<file path="src/rtl/ire_pkg.sv">
// Shared types, numeral codes and digit pattern functions for the Roman numeral encoder.
package ire_pkg;

  localparam logic [11:0] MAX_VALUE = 12'd3999;

  localparam logic [6:0] CH_M = 7'h4D;
  localparam logic [6:0] CH_D = 7'h44;
  localparam logic [6:0] CH_C = 7'h43;
  localparam logic [6:0] CH_L = 7'h4C;
  localparam logic [6:0] CH_X = 7'h58;
  localparam logic [6:0] CH_V = 7'h56;
  localparam logic [6:0] CH_I = 7'h49;
  localparam logic [6:0] CH_NONE = 7'h00;

  localparam logic [1:0] SYM_UNIT = 2'd0;
  localparam logic [1:0] SYM_FIVE = 2'd1;
  localparam logic [1:0] SYM_NEXT = 2'd2;

  localparam logic [1:0] POS_ONES      = 2'd0;
  localparam logic [1:0] POS_TENS      = 2'd1;
  localparam logic [1:0] POS_HUNDREDS  = 2'd2;
  localparam logic [1:0] POS_THOUSANDS = 2'd3;

  // digit[3] thousands, digit[2] hundreds, digit[1] tens, digit[0] ones
  typedef struct packed {
    logic            range_error;
    logic [3:0][3:0] digit;
  } ire_item_t;

  typedef struct packed {
    logic full;
    logic empty;
  } ire_qstat_t;

  function automatic logic [2:0] digit_len(input logic [3:0] d);
    logic [2:0] n;
    unique case (d)
      4'd1:    n = 3'd1;
      4'd2:    n = 3'd2;
      4'd3:    n = 3'd3;
      4'd4:    n = 3'd2;
      4'd5:    n = 3'd1;
      4'd6:    n = 3'd2;
      4'd7:    n = 3'd3;
      4'd8:    n = 3'd4;
      4'd9:    n = 3'd2;
      default: n = 3'd0;
    endcase
    return n;
  endfunction

  function automatic logic [1:0] digit_sym(input logic [3:0] d, input logic [1:0] idx);
    logic [1:0] s;
    priority if (d < 4'd4) begin
      s = SYM_UNIT;
    end else if (d == 4'd4) begin
      s = (idx == 2'd0) ? SYM_UNIT : SYM_FIVE;
    end else if (d == 4'd9) begin
      s = (idx == 2'd0) ? SYM_UNIT : SYM_NEXT;
    end else begin
      s = (idx == 2'd0) ? SYM_FIVE : SYM_UNIT;
    end
    return s;
  endfunction

  function automatic logic [6:0] numeral(input logic [1:0] sym, input logic [1:0] pos);
    logic [6:0] c;
    unique case (pos)
      POS_ONES: begin
        unique case (sym)
          SYM_UNIT: c = CH_I;
          SYM_FIVE: c = CH_V;
          default:  c = CH_X;
        endcase
      end
      POS_TENS: begin
        unique case (sym)
          SYM_UNIT: c = CH_X;
          SYM_FIVE: c = CH_L;
          default:  c = CH_C;
        endcase
      end
      POS_HUNDREDS: begin
        unique case (sym)
          SYM_UNIT: c = CH_C;
          SYM_FIVE: c = CH_D;
          default:  c = CH_M;
        endcase
      end
      default: c = CH_M;
    endcase
    return c;
  endfunction

endpackage

</file>
<file path="src/rtl/ire_front.sv">
// Front end: takes input beats, splits the value into decimal digits and flags range errors.
module ire_front import ire_pkg::*; (
  input  logic       clk,
  input  logic       rst,
  input  logic       in_valid,
  output logic       in_stall,
  input  logic [11:0] value,
  input  ire_qstat_t qstat,
  output logic       push,
  output ire_item_t  push_item
);

  logic        held;
  logic [11:0] held_value;
  logic        is_err;
  logic        is_zero;
  logic        drop;
  logic        accept;
  logic [1:0]  th;
  logic [11:0] th_base;
  logic [9:0]  r1;
  logic [3:0]  hu;
  logic [9:0]  r2_full;
  logic [6:0]  r2;
  logic [3:0]  te;
  logic [3:0]  on;

  assign is_err  = held_value > MAX_VALUE;
  assign is_zero = held_value == 12'd0;
  assign drop    = held && is_zero;
  assign push    = held && !is_zero && !qstat.full;
  assign in_stall = held && !is_zero && qstat.full;
  assign accept  = in_valid && !in_stall;

  always_comb begin
    priority if (held_value >= 12'd3000) begin
      th = 2'd3;
      th_base = 12'd3000;
    end else if (held_value >= 12'd2000) begin
      th = 2'd2;
      th_base = 12'd2000;
    end else if (held_value >= 12'd1000) begin
      th = 2'd1;
      th_base = 12'd1000;
    end else begin
      th = 2'd0;
      th_base = 12'd0;
    end
  end

  always_comb begin
    logic [11:0] diff;
    diff = held_value - th_base;
    r1 = diff[9:0];
    hu = 4'd0;
    for (int k = 1; k < 10; k++) begin
      if (r1 >= 10'(k * 100)) hu = 4'(k);
    end
    r2_full = r1 - 10'(hu) * 10'd100;
    r2 = r2_full[6:0];
    te = 4'd0;
    for (int k = 1; k < 10; k++) begin
      if (r2 >= 7'(k * 10)) te = 4'(k);
    end
    on = 4'(r2 - 7'(te) * 7'd10);
  end

  always_comb begin
    push_item = '0;
    if (is_err) begin
      push_item.range_error = 1'b1;
    end else begin
      push_item.digit[POS_THOUSANDS] = {2'b00, th};
      push_item.digit[POS_HUNDREDS]  = hu;
      push_item.digit[POS_TENS]      = te;
      push_item.digit[POS_ONES]      = on;
    end
  end

  always_ff @(posedge clk) begin
    if (rst) begin
      held <= 1'b0;
    end else if (accept) begin
      held <= 1'b1;
    end else if (drop || push) begin
      held <= 1'b0;
    end
  end

  always_ff @(posedge clk) begin
    if (accept) begin
      held_value <= value;
    end
  end

endmodule

</file>
<file path="src/rtl/ire_queue.sv">
// Two-entry queue of digit items between front and back end.
module ire_queue import ire_pkg::*; (
  input  logic       clk,
  input  logic       rst,
  input  logic       push,
  input  ire_item_t  push_item,
  input  logic       pop,
  output ire_item_t  head,
  output ire_qstat_t qstat
);

  ire_item_t  entry [2];
  logic       wr_ptr;
  logic       rd_ptr;
  logic [1:0] count;

  assign head        = entry[rd_ptr];
  assign qstat.full  = count == 2'd2;
  assign qstat.empty = count == 2'd0;

  always_ff @(posedge clk) begin
    if (rst) begin
      wr_ptr <= 1'b0;
      rd_ptr <= 1'b0;
      count  <= 2'd0;
    end else begin
      if (push) wr_ptr <= !wr_ptr;
      if (pop)  rd_ptr <= !rd_ptr;
      unique case ({push, pop})
        2'b10:   count <= count + 2'd1;
        2'b01:   count <= count - 2'd1;
        default: count <= count;
      endcase
    end
  end

  always_ff @(posedge clk) begin
    if (push) begin
      entry[wr_ptr] <= push_item;
    end
  end

endmodule

</file>
<file path="src/rtl/ire_back.sv">
// Back end: walks the digits of one item and emits one numeral character per beat.
module ire_back import ire_pkg::*; (
  input  logic       clk,
  input  logic       rst,
  input  ire_item_t  head,
  input  ire_qstat_t qstat,
  output logic       pop,
  output logic       out_valid,
  input  logic       out_stall,
  output logic [6:0] numeral_char,
  output logic       last_char,
  output logic       range_error
);

  logic       busy;
  ire_item_t  cur_r;
  logic [1:0] idx;
  ire_item_t  cur;
  ire_item_t  nxt;
  logic       have;
  logic       emit;
  logic [1:0] pos;
  logic       lower_zero;
  logic [2:0] len;
  logic [6:0] ch;
  logic       done;
  logic       last;

  assign cur  = busy ? cur_r : head;
  assign have = busy || !qstat.empty;
  assign emit = have && (!out_valid || !out_stall);
  assign pop  = emit && !busy;

  always_comb begin
    pos = POS_ONES;
    for (int j = 0; j < 4; j++) begin
      if (cur.digit[j] != 4'd0) pos = 2'(j);
    end
    lower_zero = 1'b1;
    for (int j = 0; j < 4; j++) begin
      if (2'(j) < pos && cur.digit[j] != 4'd0) lower_zero = 1'b0;
    end
  end

  always_comb begin
    if (pos == POS_THOUSANDS) begin
      len = {1'b0, cur.digit[POS_THOUSANDS][1:0]};
      ch  = CH_M;
    end else begin
      len = digit_len(cur.digit[pos]);
      ch  = numeral(digit_sym(cur.digit[pos], idx), pos);
    end
    done = ({1'b0, idx} + 3'd1) == len;
    last = cur.range_error || (done && lower_zero);
    nxt  = cur;
    if (done) nxt.digit[pos] = 4'd0;
  end

  always_ff @(posedge clk) begin
    if (rst) begin
      busy      <= 1'b0;
      idx       <= 2'd0;
      out_valid <= 1'b0;
    end else begin
      if (out_valid && !out_stall) out_valid <= 1'b0;
      if (emit) begin
        out_valid <= 1'b1;
        busy      <= !last;
        idx       <= (last || done) ? 2'd0 : idx + 2'd1;
      end
    end
  end

  always_ff @(posedge clk) begin
    if (emit) begin
      cur_r        <= nxt;
      numeral_char <= cur.range_error ? CH_NONE : ch;
      last_char    <= last;
      range_error  <= cur.range_error;
    end
  end

endmodule

</file>
<file path="src/rtl/integer_to_roman_numeral_encoder.sv">
// Top level of the integer to Roman numeral encoder.
// Input channel: in_valid/in_stall carry one 12-bit value per beat.
// Output channel: out_valid/out_stall carry one ASCII numeral per beat,
// most significant part first; last_char marks the final beat of a value.
// Values above 3999 give a single beat with range_error set, numeral 0.
// A value of zero is consumed and produces no output beats.
// The first character of a value passes the input register, the digit split
// into the queue and the character sequencer into the output register.
// Throughput: one character per cycle while out_stall is low; a value gives
// 1 to 15 characters, set by its numeral length (3888 is the longest); the next
// value's first character follows the previous last one with no gap.
// The two-entry queue lets the front split up to two values ahead while
// the back end is still emitting.
// Reset clears the input register, queue and sequencer; no beats are lost
// in flight afterwards. A stall on the output holds the current character;
// the queue then fills and in_stall rises.
module integer_to_roman_numeral_encoder import ire_pkg::*; (
  input  logic        clk,
  input  logic        rst,
  input  logic        in_valid,
  output logic        in_stall,
  input  logic [11:0] value,
  output logic        out_valid,
  input  logic        out_stall,
  output logic [6:0]  numeral_char,
  output logic        last_char,
  output logic        range_error
);

  ire_qstat_t qstat;
  ire_item_t  push_item;
  ire_item_t  head;
  logic       push;
  logic       pop;

  ire_front u_front (
    .clk       (clk),
    .rst       (rst),
    .in_valid  (in_valid),
    .in_stall  (in_stall),
    .value     (value),
    .qstat     (qstat),
    .push      (push),
    .push_item (push_item)
  );

  ire_queue u_queue (
    .clk       (clk),
    .rst       (rst),
    .push      (push),
    .push_item (push_item),
    .pop       (pop),
    .head      (head),
    .qstat     (qstat)
  );

  ire_back u_back (
    .clk          (clk),
    .rst          (rst),
    .head         (head),
    .qstat        (qstat),
    .pop          (pop),
    .out_valid    (out_valid),
    .out_stall    (out_stall),
    .numeral_char (numeral_char),
    .last_char    (last_char),
    .range_error  (range_error)
  );

  a_err_single: assert property (@(posedge clk) disable iff (rst)
    out_valid && range_error |-> last_char && numeral_char == CH_NONE)
    else $error("range error beat not a lone zero beat");

  a_char_nonzero: assert property (@(posedge clk) disable iff (rst)
    out_valid && !range_error |-> numeral_char != CH_NONE)
    else $error("numeral beat without a character");

  a_queue_status: assert property (@(posedge clk) disable iff (rst)
    !(qstat.full && qstat.empty))
    else $error("queue full and empty at once");

  a_pop_nonempty: assert property (@(posedge clk) disable iff (rst)
    pop |-> !qstat.empty)
    else $error("pop from empty queue");

endmodule

</file>
<file path="config.mk">
export PLATFORM = sky130hd
export DESIGN_NAME = integer_to_roman_numeral_encoder
export DESIGN_NICKNAME = d
export VERILOG_FILES = /design/src/rtl/ire_pkg.sv /design/src/rtl/ire_front.sv /design/src/rtl/ire_queue.sv /design/src/rtl/ire_back.sv /design/src/rtl/integer_to_roman_numeral_encoder.sv
export SDC_FILE = /design/constraint.sdc
export NUM_CORES = 1
export LEC_CHECK = 0
export BUFFER_PORTS_ARGS = -buffer_cell sky130_fd_sc_hd__buf_2
export CAP_MARGIN = 20
export CORE_MARGIN = 2
export CORE_UTILIZATION = 40
export CTS_CLUSTER_SIZE = 14
export DETAILED_ROUTE_END_ITERATION = 10
export PLACE_DENSITY = 0.66
export SLEW_MARGIN = 20
export SYNTH_ARGS = -nofsm -noshare
export SYNTH_HDL_FRONTEND = slang
export SYNTH_SLANG_ARGS = --single-unit
export TNS_END_PERCENT = 20
</file>
<file path="constraint.sdc">
create_clock -name clk -period 7.8 [get_ports clk]
set_input_delay 1.56 -clock clk [delete_from_list [all_inputs] [get_ports clk]]
set_output_delay 1.56 -clock clk [all_outputs]
set_load 0.03 [all_outputs]
</file>
=== After elaboration in Yosys (flattened, before gate mapping) ===
Memory sizes are Yosys's and may differ from the RTL's. A register that Yosys moved wholly into a read port is not among the register bits.
Cells that the tools add are included.

* Multiplexer cells: 62
* Multipliers: 2
* $add $sub $neg: 7
* Reduce and logical (&&, ||, !) cells: 42
* Equal/unequal tests: 10
* Order comparisons: 29
* Bitwise gates (word level): 2

{| class="wikitable"
|+ Operator list
! operator !! number
|-
| greater-or-equal comparator 10 bit (second input constant) || 4
|-
| greater-or-equal comparator 10 x 9 -> 1 bit (second input constant) || 3
|-
| 2-to-1 mux 10 bit || 3
|-
| 2-to-1 mux 2 bit || 14
|-
| 2-to-1 mux 3 bit || 9
|-
| 2-to-1 mux 4 bit || 6
|-
| greater-or-equal comparator 7 x 6 -> 1 bit (second input constant) || 3
|-
| greater-or-equal comparator 7 bit (second input constant) || 3
|-
| one-hot mux 7 bit (3 select lines) || 1
|-
| one-hot mux 5 bit (2 select lines) || 2
|-
| 2-to-1 mux 1 bit || 19
|-
| 2-to-1 mux 17 bit || 1
|-
| AND 16 bit || 1
|-
| 2-to-1 mux 16 bit || 1
|-
| inverter 16 bit || 1
|-
| nonzero test 4 bit || 4
|-
| greater-or-equal comparator 7 x 5 -> 1 bit (second input constant) || 2
|-
| logical AND 1 bit || 14
|-
| 2-to-1 mux 14 bit || 1
|-
| greater-or-equal comparator 12 x 10 -> 1 bit (second input constant) || 1
|-
| greater-or-equal comparator 12 x 11 -> 1 bit (second input constant) || 1
|-
| greater-or-equal comparator 12 bit (second input constant) || 1
|-
| > comparator 12 bit (second input constant) || 1
|-
| zero test 12 bit || 1
|-
| 31 further kinds || 57
|}

* Memories: 2
* RAM bits: 30
* Word-level logic and storage cells: 172
* ROM bits: 48
* Output and inout port bits: 11
* Bits of input ports: 16
* Register bits: 46

{| class="wikitable"
|+ Memory list
! name !! words !! bits a word !! rd ports !! clocked after memory_dff !! write ports !! line !! text
|-
| (name not given) || 16 || 3 || 1 || 0 || 0 || ire_pkg.sv:37 || <nowiki>unique case (d)</nowiki>
|-
| u_queue.entry || 2 || 15 || 1 || 1 || 1 || ire_queue.sv:12 || <nowiki>ire_item_t entry [2];</nowiki>
|}

=== Longest topological paths before layout ===
Gate-level depths: netlist of run 1.

* Depth after elaboration: 30
* Depth in mapped cells: 33
* Gate-level depth less buffers: 32

=== By module ===
A second synthesis of run 1 with hierarchy kept.

* Cells, all modules: 481
* Area, all modules: 5159.9 µm²

{| class="wikitable"
|+ Modules (own cells, without submodules)
! module !! area each (µm²) !! instances !! cells an instance !! seq. area each (µm²)
|-
| ire_back || 2042.0 || 1 || 201 || 800.8
|-
| ire_front || 1690.4 || 1 || 205 || 380.4
|-
| ire_queue || 1427.6 || 1 || 75 || 1121.1
|}

=== Worst setup path after synthesis of run 1 ===
OpenSTA, ideal clock, no wires.

* Path kind: register -> register
* Start: register u_front.held_value[9]
* End: memory u_queue.entry[0][3] in the netlist's numbering (data pin)
* Period minus slack after synthesis: 6.566 ns
* Path slack: 1.234 ns
* Arrival: 6.304 ns
* Stages on the path, launching flop included: 33
* Required time: 7.538 ns
* Setup time: 0.262 ns
* Buffers on the path: 1
* Path through: edfxtp_1 and3_2 a31oi_1 a21boi_0 inv_1 ha_1 inv_1 fa_1 a211oi_2 nor2_2 xor2_4 o22ai_1 a2111o_1 a21oi_1 or2_2 inv_1 ha_1 fa_1 inv_1 a21o_1 a21oi_1 xnor2_1 xnor2_1 xnor2_1 o21a_1 or2_1 buf_6 a21oi_2 ha_1 inv_1 fa_1 xnor2_1 mux2_4

{| class="wikitable"
|+ RTL lines
! element !! line !! text
|-
| start, declared || ire_front.sv:14 || <nowiki>logic [11:0] held_value;</nowiki>
|-
| start signal, assigned || ire_front.sv:92 || <nowiki>held_value <= value;</nowiki>
|-
| end, declared || ire_queue.sv:12 ||
|}

==> flow_summary.ini, run 1 <==
[clocking]
cts_hold_buf = 0
cts_sinks = 76
cts_buffer_depth = 2
root_buffer = clkbuf_16
cts_resized = 0
cts_tree = built
clk_pin_slew_ps = 60
cts_htree_levels = 3
postCtsSetupRepairBufs = 0
cts_buffers = 9
clock_latency_ps = 330

[placement]
gp_congestion = 0.828
place.detailed.hpwl_mm = 6.80
port-buffer-count = 25

[outcome]
status = finished, violations left
violations = design-rule violations

[routing]
vias_per_cell = 5.40
wl_per_cell_um = 14.6
ant_nets = 0
totalWireLength_mm = 8.94
drc = 2
drt_first_pass_iters = 7
drt-initial-drc-count = 184
vias = 3307

[timing]
final_max_slew_viol_count = 0
hold_viol_final = 0
fin_tns_setup_ps = 0
finClkSkew_ps = 7.66
setup_viol = 0
rsz0062_at_grt = false
slew_headroom_pct = 37.5
min_period_ps = 7230
fin_crit_sh_pct = 92.7
worstMarginPinSlew_ps = 937
fmax_ghz = 0.138

[synth]
synth-compound-area-share_pct = 15.2
dominantRegCellSynth = edfxtp_1
post_synth_inst_count = 440
synth.net_count = 474
ys_seq_area_share_pct = 46.0
synth_seq_cells = 76
synth-xor-area-share_pct = 4.80
synth_top_family_by_area = simple AND/OR/NAND/NOR gates
yosysMostFrequentCell = edfxtp_1
synth-simple-area-share_pct = 16.5
synthesis.area_um2 = 4740
synth_edf_count = 66
synth_commonest_cells = edfxtp_1, nor2_1, inv_1, nand2_1, a21oi_1
synth.distinct_cells = 82
async_flop_share_pct = 0
synthAdderAreaFrac_pct = 5.43
synth_top_area_cell = edfxtp_1
avgSynthCellArea_um2 = 10.8
yosys-top-cells-area = edfxtp_1, dfxtp_1, ha_1
muxShareOfSynthArea_pct = 7.65
synth_top_area_share_pct = 41.8
ys_warn_count = 0

[setup_path]
crit_top_cell = inv_1
critical_path_class = flip-flop to flip-flop
cp.required_ps = 7880
slowest_delay_ps = 470
worstPathArrival_ps = 7300
critPathCaptureType = flip-flop
cp_max_fo = 10
crit_path_start_kind = flip-flop
crit_slowest_cell = edfxtp_1

[global_routing]
met1_usage_pct = 19.1
antenna_found_initial = 0
use_met3_pct = 2.89
met2_usage_pct = 24.3
grt_usage_pct = 14.6
grt_pass1_wl_mm = 15.0
grt_max_degree = 26
grt_overflow = 0
grt_pass1_vias = 3256
gr-max-usage-layer = met2

[cells_and_area]
fin_util_pct = 45.6
area_delta_synth_final_pct = 10.8
fin_nets = 498
diodes = 0
drive_gt1_share_pct = 18.1

[die]
io_pins = 27
die-width_um = 113
start_util_pct = 41.2
fp.dieH_um = 113
rows = 39
coreArea_um2 = 11500
die-area_um2 = 12700

[job]
cap_violations = 0

[min_path]
holdCritPathClass = flip-flop to flip-flop
==> layout make-up <==
class                   count  area [µm²]
clock inverters             5        36.3
flip-flops and latches     76        2180
repair buffers             27         140
multi-input cells         324        2350
clock buffers              11         264
inverters                  26        97.6
well taps                 143         179
fillers                  1101        6260
==> kinds of logic after synthesis <==
| family | after synthesis |
|---|---|
| XOR/XNOR | 23 |
| AO/OA/AOI/OAI | 100 |
| other | 1 |
| AND/OR/NAND/NOR | 152 |
| multiplexers | 29 |
| adder cells (fa/ha/maj) | 19 |
| flip-flops | 76 |
| buffers and inverters | 40 |
==> layer usage <==
layer | routed length, µm | vias to the layer above
met3 | 325 | 10
li1 | - | 1671
met4 | 107 | 0
met2 | 4240 | 71
met1 | 4270 | 1555
met5 | 0 | -
==> placed cells by master (no fill, tap or decap), drive strengths merged, types with 5 or more instances in the layout <==
cell,instances
dfxtp,10
xor2,8
nor2b,9
nand2,27
ha,15
edfxtp,66
xnor2,15
a21oi,26
o21ai,22
buf,27
mux2,10
or2,5
nor2,50
nor3,13
clkbuf,11
a31oi,10
mux2i,18
inv,31
and2,7
o21a,7
o22ai,5
or3,6
nand3,11
==> flip-flops by register name, indices dropped and copies added, names as in the netlist, named ones only <==
register             count
u_queue.entry           30
u_back.cur_r            16
u_front.held_value      12
u_back.numeral_char      6
u_back.idx               2
u_queue.count            2
u_back.busy              1
u_back.last_char         1
u_back.out_valid         1
u_back.range_error       1
u_front.held             1
u_queue.rd_ptr           1
u_queue.wr_ptr           1
==> per-stage QoR <==
| step | instances | worst slack (ps) | hold slack, ps | area [µm²] |
|---|---|---|---|---|
| finish | 612 | 572 | 484 | 5250 |
| global route | 612 | 149 | 522 | 5250 |
| CTS | 612 | 620 | 491 | 5250 |
| detailed placement | 596 | 639 | 480 | 4950 |
| global placement | 596 | 931 | 469 | 4950 |
| floorplan | 440 | 1230 | 449 | 4740 |
==> worst max-delay path: cells and delay by family, from the launching register on <==
| family | cells | cell delay (ps) |
|---|---|---|
| muxes | 1 | 320 |
| xor gates and xnor gates | 5 | 970 |
| AOI/OAI and AO/OA | 9 | 2070 |
| DFF | 1 | 470 |
| buffers and inverters | 5 | 350 |
| adders and majority gates | 6 | 1840 |
| and+or+nand+nor | 6 | 930 |
==> worst paths after layout <==
check | startpoint | slack [ps] | cells past startpoint | end
max | u_front.held_value[4]$_DFFE_PP_ | 570 | 32 | u_queue.entry[1][3]$_DFFE_PP_
min | u_back.out_valid$_SDFFE_PP0P_ | 480 | 2 | u_back.out_valid$_SDFFE_PP0P_
max reg2reg | u_front.held_value[4]$_DFFE_PP_ | 570 | 32 | u_queue.entry[1][3]$_DFFE_PP_
min reg2reg | u_back.out_valid$_SDFFE_PP0P_ | 480 | 2 | u_back.out_valid$_SDFFE_PP0P_
Power of run 1 is left out: the tool's default activity adds up to more than one toggle a clock period on the data nets, which glitch-free logic cannot reach.
==> run 2, diff against run 1 <==
Settings changed: ABC_AREA from default to 1.
==> run 2 against run 1 <==
Effect of this change: synthesized cell count is 24% higher; the run now ends clean; critical path depth up 16; critical endpoint is now u_queue.entry[0][3]$_DFFE_PP_; synthesized area down 3.4%; final area shrank 1.7%; wire length is 7.7% higher; cell count grew 18%; core utilization barely moved; global-route usage grew 1.5 points; register-to-register slack better by 160 ps; die area is 3.3% lower.
==> flow_summary.ini, run 2 <==
[cells_and_area]
largest-register = u_queue.entry
fin_nets = 611
reg.largest.list = u_queue.entry x30, u_back.cur_r x16, u_front.held_value x12
fin_util_pct = 45.6
area_delta_synth_final_pct = 12.7
fillCellCount = 1072
final_common_cell = nand2_1
diodes = 0
drive_gt1_share_pct = 15.6
largest_reg_flops = 30
mostFrequentLayoutCells = nand2_1, inv_1, edfxtp_1

[synth]
synth.net_count = 578
synthesis.area_um2 = 4580
post_synth_inst_count = 544
synth_edf_count = 66
synth_top_area_cell = edfxtp_1
async_flop_share_pct = 0
yosys-top-cells-area = edfxtp_1, nand2_1, inv_1
avgSynthCellArea_um2 = 8.42
synth_seq_cells = 76
synth_top_area_share_pct = 43.2
yosysMostFrequentCell = nand2_1
dominantRegCellSynth = edfxtp_1
synth_commonest_cells = nand2_1, inv_1, edfxtp_1, nor2_1, nand3_1
ys_warn_count = 0
synth.distinct_cells = 46
ys_seq_area_share_pct = 47.6

[setup_path]
crit_slowest_cell = edfxtp_1
ff2ff_setup_slack_ps = 730
crit_path_start_kind = flip-flop
critical_path_class = flip-flop to flip-flop
crit_top_cell = nand2_1
cp_max_fo = 6
r2r-start = u_front.held_value[4]$_DFFE_PP_
critPathCaptureType = flip-flop
slowest_delay_ps = 490
rr_worst_depth = 48
timing.rr.end = u_queue.entry[0][3]$_DFFE_PP_
worstPathArrival_ps = 7150
cp_top_family = simple AND/OR/NAND/NOR gates
crit_buf_inv = 6
cp.required_ps = 7880

[die]
io_pins = 27
fp.dieH_um = 111
die-area_um2 = 12300
start_util_pct = 40.5
coreArea_um2 = 11300
rows = 39
die-width_um = 111

[min_path]
min_from = u_queue.count[1]$_SDFFE_PP0P_
whs_path_depth = 1
holdCritPathClass = flip-flop to flip-flop
holdPathEnd = u_queue.count[1]$_SDFFE_PP0P_

[routing]
drt-initial-drc-count = 241
wl_per_cell_um = 13.3
vias = 3696
totalWireLength_mm = 9.63
ant_nets = 0
drc = 0
drt_first_pass_iters = 5
vias_per_cell = 5.10

[timing]
rsz0062_at_grt = false
slew_headroom_pct = 57.9
final_max_slew_viol_count = 0
setup_viol = 0
fin_tns_setup_ps = 0
min_period_ps = 7070
finClkSkew_ps = 8.66
fmax_ghz = 0.141
hold_viol_final = 0
worstMarginPinSlew_ps = 623
fin_crit_sh_pct = 90.6

[global_routing]
grt_max_degree = 32
grt_usage_pct = 16.1
antenna_found_initial = 0
grt_overflow = 0
grt_pass1_wl_mm = 16.2
grt_pass1_vias = 3565

[clocking]
clk_pin_slew_ps = 60
clock_latency_ps = 330
cts_sinks = 76
postCtsSetupRepairBufs = 0
cts_tree = built
cts_buffer_depth = 2
root_buffer = clkbuf_16
cts_resized = 0
cts_buffers = 9
cts_htree_levels = 3
cts_hold_buf = 0

[placement]
gp_congestion = 0.837
port-buffer-count = 25
place.detailed.hpwl_mm = 7.12

[job]
cap_violations = 0

[outcome]
status = completed
## run 2: cell count changes in the layout (fill, tap and decap cells not counted), sizes merged, moves of 10 or more
cell   change
nand2    +114
inv       +52
nand3     +20
nor2      +19
mux2i     -18
o21ai     +14
xnor2     -13
mux2      -10
## run 2: metal layers
| layer | wire [µm] | global-route usage, % | share of wire, % | vias to the layer above |
|---|---|---|---|---|
| met5 | 0 | 0 | 0 | - |
| met4 | 123 | 4.28 | 1.3 | 0 |
| met3 | 417 | 3.28 | 4.3 | 12 |
| met2 | 4580 | 27.2 | 48 | 91 |
| met1 | 4510 | 21.3 | 47 | 1718 |
| li1 | - | - | - | 1875 |
## run 2: worst max path at each step
| stage | startpoint | depth (start not counted) | slack, ps | end |
|---|---|---|---|---|
| after floorplan | u_front.held_value[4]$_DFFE_PP_ | 48 | 1600 | u_queue.entry[0][3]$_DFFE_PP_ |
| after global placement | u_front.held_value[4]$_DFFE_PP_ | 48 | 1250 | u_queue.entry[0][3]$_DFFE_PP_ |
| after detailed placement | u_front.held_value[4]$_DFFE_PP_ | 48 | 790 | u_queue.entry[1][3]$_DFFE_PP_ |
| after CTS | u_front.held_value[4]$_DFFE_PP_ | 48 | 770 | u_queue.entry[0][3]$_DFFE_PP_ |
| after global routing | u_front.held_value[4]$_DFFE_PP_ | 48 | 100 | u_queue.entry[0][3]$_DFFE_PP_ |
| final | u_front.held_value[4]$_DFFE_PP_ | 48 | 730 | u_queue.entry[0][3]$_DFFE_PP_ |
## run 2: cells by family after synthesis
group / share of synthesized area, %
compound gates: 11.5
flops: 47.6
buf+inv: 7.64
xor+xnor: 1.69
fa+ha+maj: 5.41
other cells: 0.0818
simple gates: 26.0
## run 2: area by class of cell
type	count	area [µm²]	share of cell area, %
inverters	81	307	5.93
clock inverters	6	45.0	0.872
repair buffers	29	155	3.00
well taps	143	179	3.46
clock buffers	10	239	4.63
flip-flops and latches	76	2180	42.2
multi-input cells	380	2060	39.9
## run 2: worst register-to-register path: cells and delay by family, from the launching register on
kind | cells | cell delay (ps)
and+or+nand+nor | 27 | 2520
adders and majority gates | 6 | 1740
AOI/OAI and AO/OA | 6 | 1070
xor gates and xnor gates | 3 | 620
DFF | 1 | 490
buffers and inverters | 6 | 390
## run 2: stage by stage
step           hold WS [ps]  worst slack, ps  instances  instance area (µm²)
2_1_floorplan           443             1600        544                 4580
3_3_place_gp            466             1250        709                 4880
3_5_place_dp            481              787        709                 4880
4_1_cts                 494              766        725                 5160
5_1_grt                 521              103        725                 5170
6_report                490              732        725                 5170
Power of run 2 is left out for the same reason.
==> run 3, diff against run 2 <==
==> constraint.sdc (replaced) <==
create_clock -name clk -period 8.7 [get_ports clk]
set_input_delay 0.435 -clock clk [delete_from_list [all_inputs] [get_ports clk]]
set_output_delay 0.435 -clock clk [all_outputs]
set_load 0.03 [all_outputs]
==> run 3 against run 2 <==
Effect of this change: largest cell class unchanged; worst hold slack got worse by 210 ps; critical path depth stayed put; sequential cell count is the same; clock skew hardly changed; first-iteration DRC count decreased by 8.7%; core utilization shrank 0.055 points; wire length is 0.27% lower; non-clock buffer count did not move; count of clock-buffer cells in the layout unchanged; cell count stayed put; global-route usage unchanged.
==> flow_summary.ini, run 3 (synthesized netlist as in run 2, its figures left out) <==
[cells_and_area]
diodes = 0
final_common_cell = nand2_1
final_area_um2 = 5160
fillCellCount = 1071
mostFrequentLayoutCells = nand2_1, inv_1, edfxtp_1
fin_nets = 611
reg.largest.list = u_queue.entry x30, u_back.cur_r x16, u_front.held_value x12
area_delta_synth_final_pct = 12.6
largest-register = u_queue.entry
drive_gt1_share_pct = 15.5
largest_reg_flops = 30

[clocking]
cts_htree_levels = 3
cts_resized = 0
cts_buffer_depth = 2
clk_pin_slew_ps = 60
cts_hold_buf = 0
cts_sinks = 76
cts_tree = built
postCtsSetupRepairBufs = 0
root_buffer = clkbuf_16
clock_latency_ps = 330
cts_buffers = 9

[timing]
fin_crit_sh_pct = 82.4
slew_headroom_pct = 58.3
fin_tns_setup_ps = 0
final_max_slew_viol_count = 0
setup_viol = 0
rsz0062_at_grt = false
fmax_ghz = 0.139
finClkSkew_ps = 8.26
min_period_ps = 7170
worstMarginPinSlew_ps = 621
hold_viol_final = 0

[setup_path]
rr_worst_depth = 48
ff2ff_setup_slack_ps = 1530
crit_path_end = u_queue.entry[0][3]$_DFFE_PP_
cp_max_fo = 6
critPathCaptureType = flip-flop
crit_slowest_cell = edfxtp_1
crit_top_cell = nand2_1
timing.rr.end = u_queue.entry[0][3]$_DFFE_PP_
cp.required_ps = 8780
crit_path_start_kind = flip-flop
slowest_delay_ps = 490
startpoint = u_front.held_value[4]$_DFFE_PP_
critical_path_class = flip-flop to flip-flop
r2r-start = u_front.held_value[4]$_DFFE_PP_
worstPathArrival_ps = 7250

[global_routing]
grt_usage_pct = 16.1
grt_max_degree = 32
grt_pass1_vias = 3565
grt_pass1_wl_mm = 16.2
grt_overflow = 0
antenna_found_initial = 0

[die]
die-area_um2 = 12300
coreArea_um2 = 11300
io_pins = 27
rows = 39
die-width_um = 111
fp.dieH_um = 111
start_util_pct = 40.5

[routing]
ant_nets = 0
vias_per_cell = 5.09
wl_met3_um = 413
top_layer = met4
drc = 0
drt_first_pass_iters = 5
drt-initial-drc-count = 220
dr_wl_met2_mm = 4.59
met1_length_mm = 4.48
vias = 3690
wl_per_cell_um = 13.2
totalWireLength_mm = 9.60

[placement]
place.detailed.hpwl_mm = 7.12
port-buffer-count = 25
gp_congestion = 0.837
place_area_um2 = 4880

[job]
cap_violations = 0

[outcome]
status = completed

[min_path]
holdCritPathClass = input pin to flip-flop
[run 3: cell count changes in the layout (fill, tap and decap cells not counted)]
cell / before / now
a31oi_2: 2 / 1
a31oi_1: 4 / 5
[run 3: layout make-up]
type | instances | area (µm²) | share of cell area (%)
clock buffers | 10 | 239 | 4.63
clock inverters | 6 | 45.0 | 0.873
inverters | 81 | 307 | 5.94
multi-input cells | 380 | 2050 | 39.8
flip-flops and latches | 76 | 2180 | 42.3
well taps | 143 | 179 | 3.47
repair buffers | 29 | 155 | 3.01
[run 3: worst min-delay path by stage]
stage	start	to	slack, ps	cells after the start
after floorplan	u_queue.count[1]$_SDFFE_PP0P_	u_queue.count[1]$_SDFFE_PP0P_	440	1
after global placement	u_queue.count[1]$_SDFFE_PP0P_	u_queue.count[1]$_SDFFE_PP0P_	470	1
after detailed placement	u_queue.count[1]$_SDFFE_PP0P_	u_queue.count[1]$_SDFFE_PP0P_	480	1
after CTS	value[1]	u_front.held_value[1]$_DFFE_PP_	270	1
after global routing	value[1]	u_front.held_value[1]$_DFFE_PP_	260	1
final	value[7]	u_front.held_value[7]$_DFFE_PP_	280	1
[run 3: worst max-delay path: cells and delay by family, from the launching register on]
family | cells | cell delay (ps)
AOI/OAI and AO/OA | 6 | 1200
xor gates and xnor gates | 3 | 610
adders and majority gates | 6 | 1750
buffers and inverters | 6 | 380
DFF | 1 | 490
and+or+nand+nor | 27 | 2500
[run 3: metrics by stage]
step	worst slack [ps]	utilization (%)	cells	hold slack, ps
after detailed placement	1690	43.1	709	481
after global routing	804	45.6	725	261
after global placement	2150	43.1	709	466
after CTS	1670	45.6	725	270
final	1530	45.6	725	275
after floorplan	2500	-	544	443
[run 3: metal layers]
layer | up-vias | GRT usage (%)
met5 | - | 0
met4 | 0 | 4.28
met3 | 12 | 3.28
met2 | 81 | 27.2
met1 | 1721 | 21.3
li1 | 1876 | -
Power of run 3 is left out for the same reason.
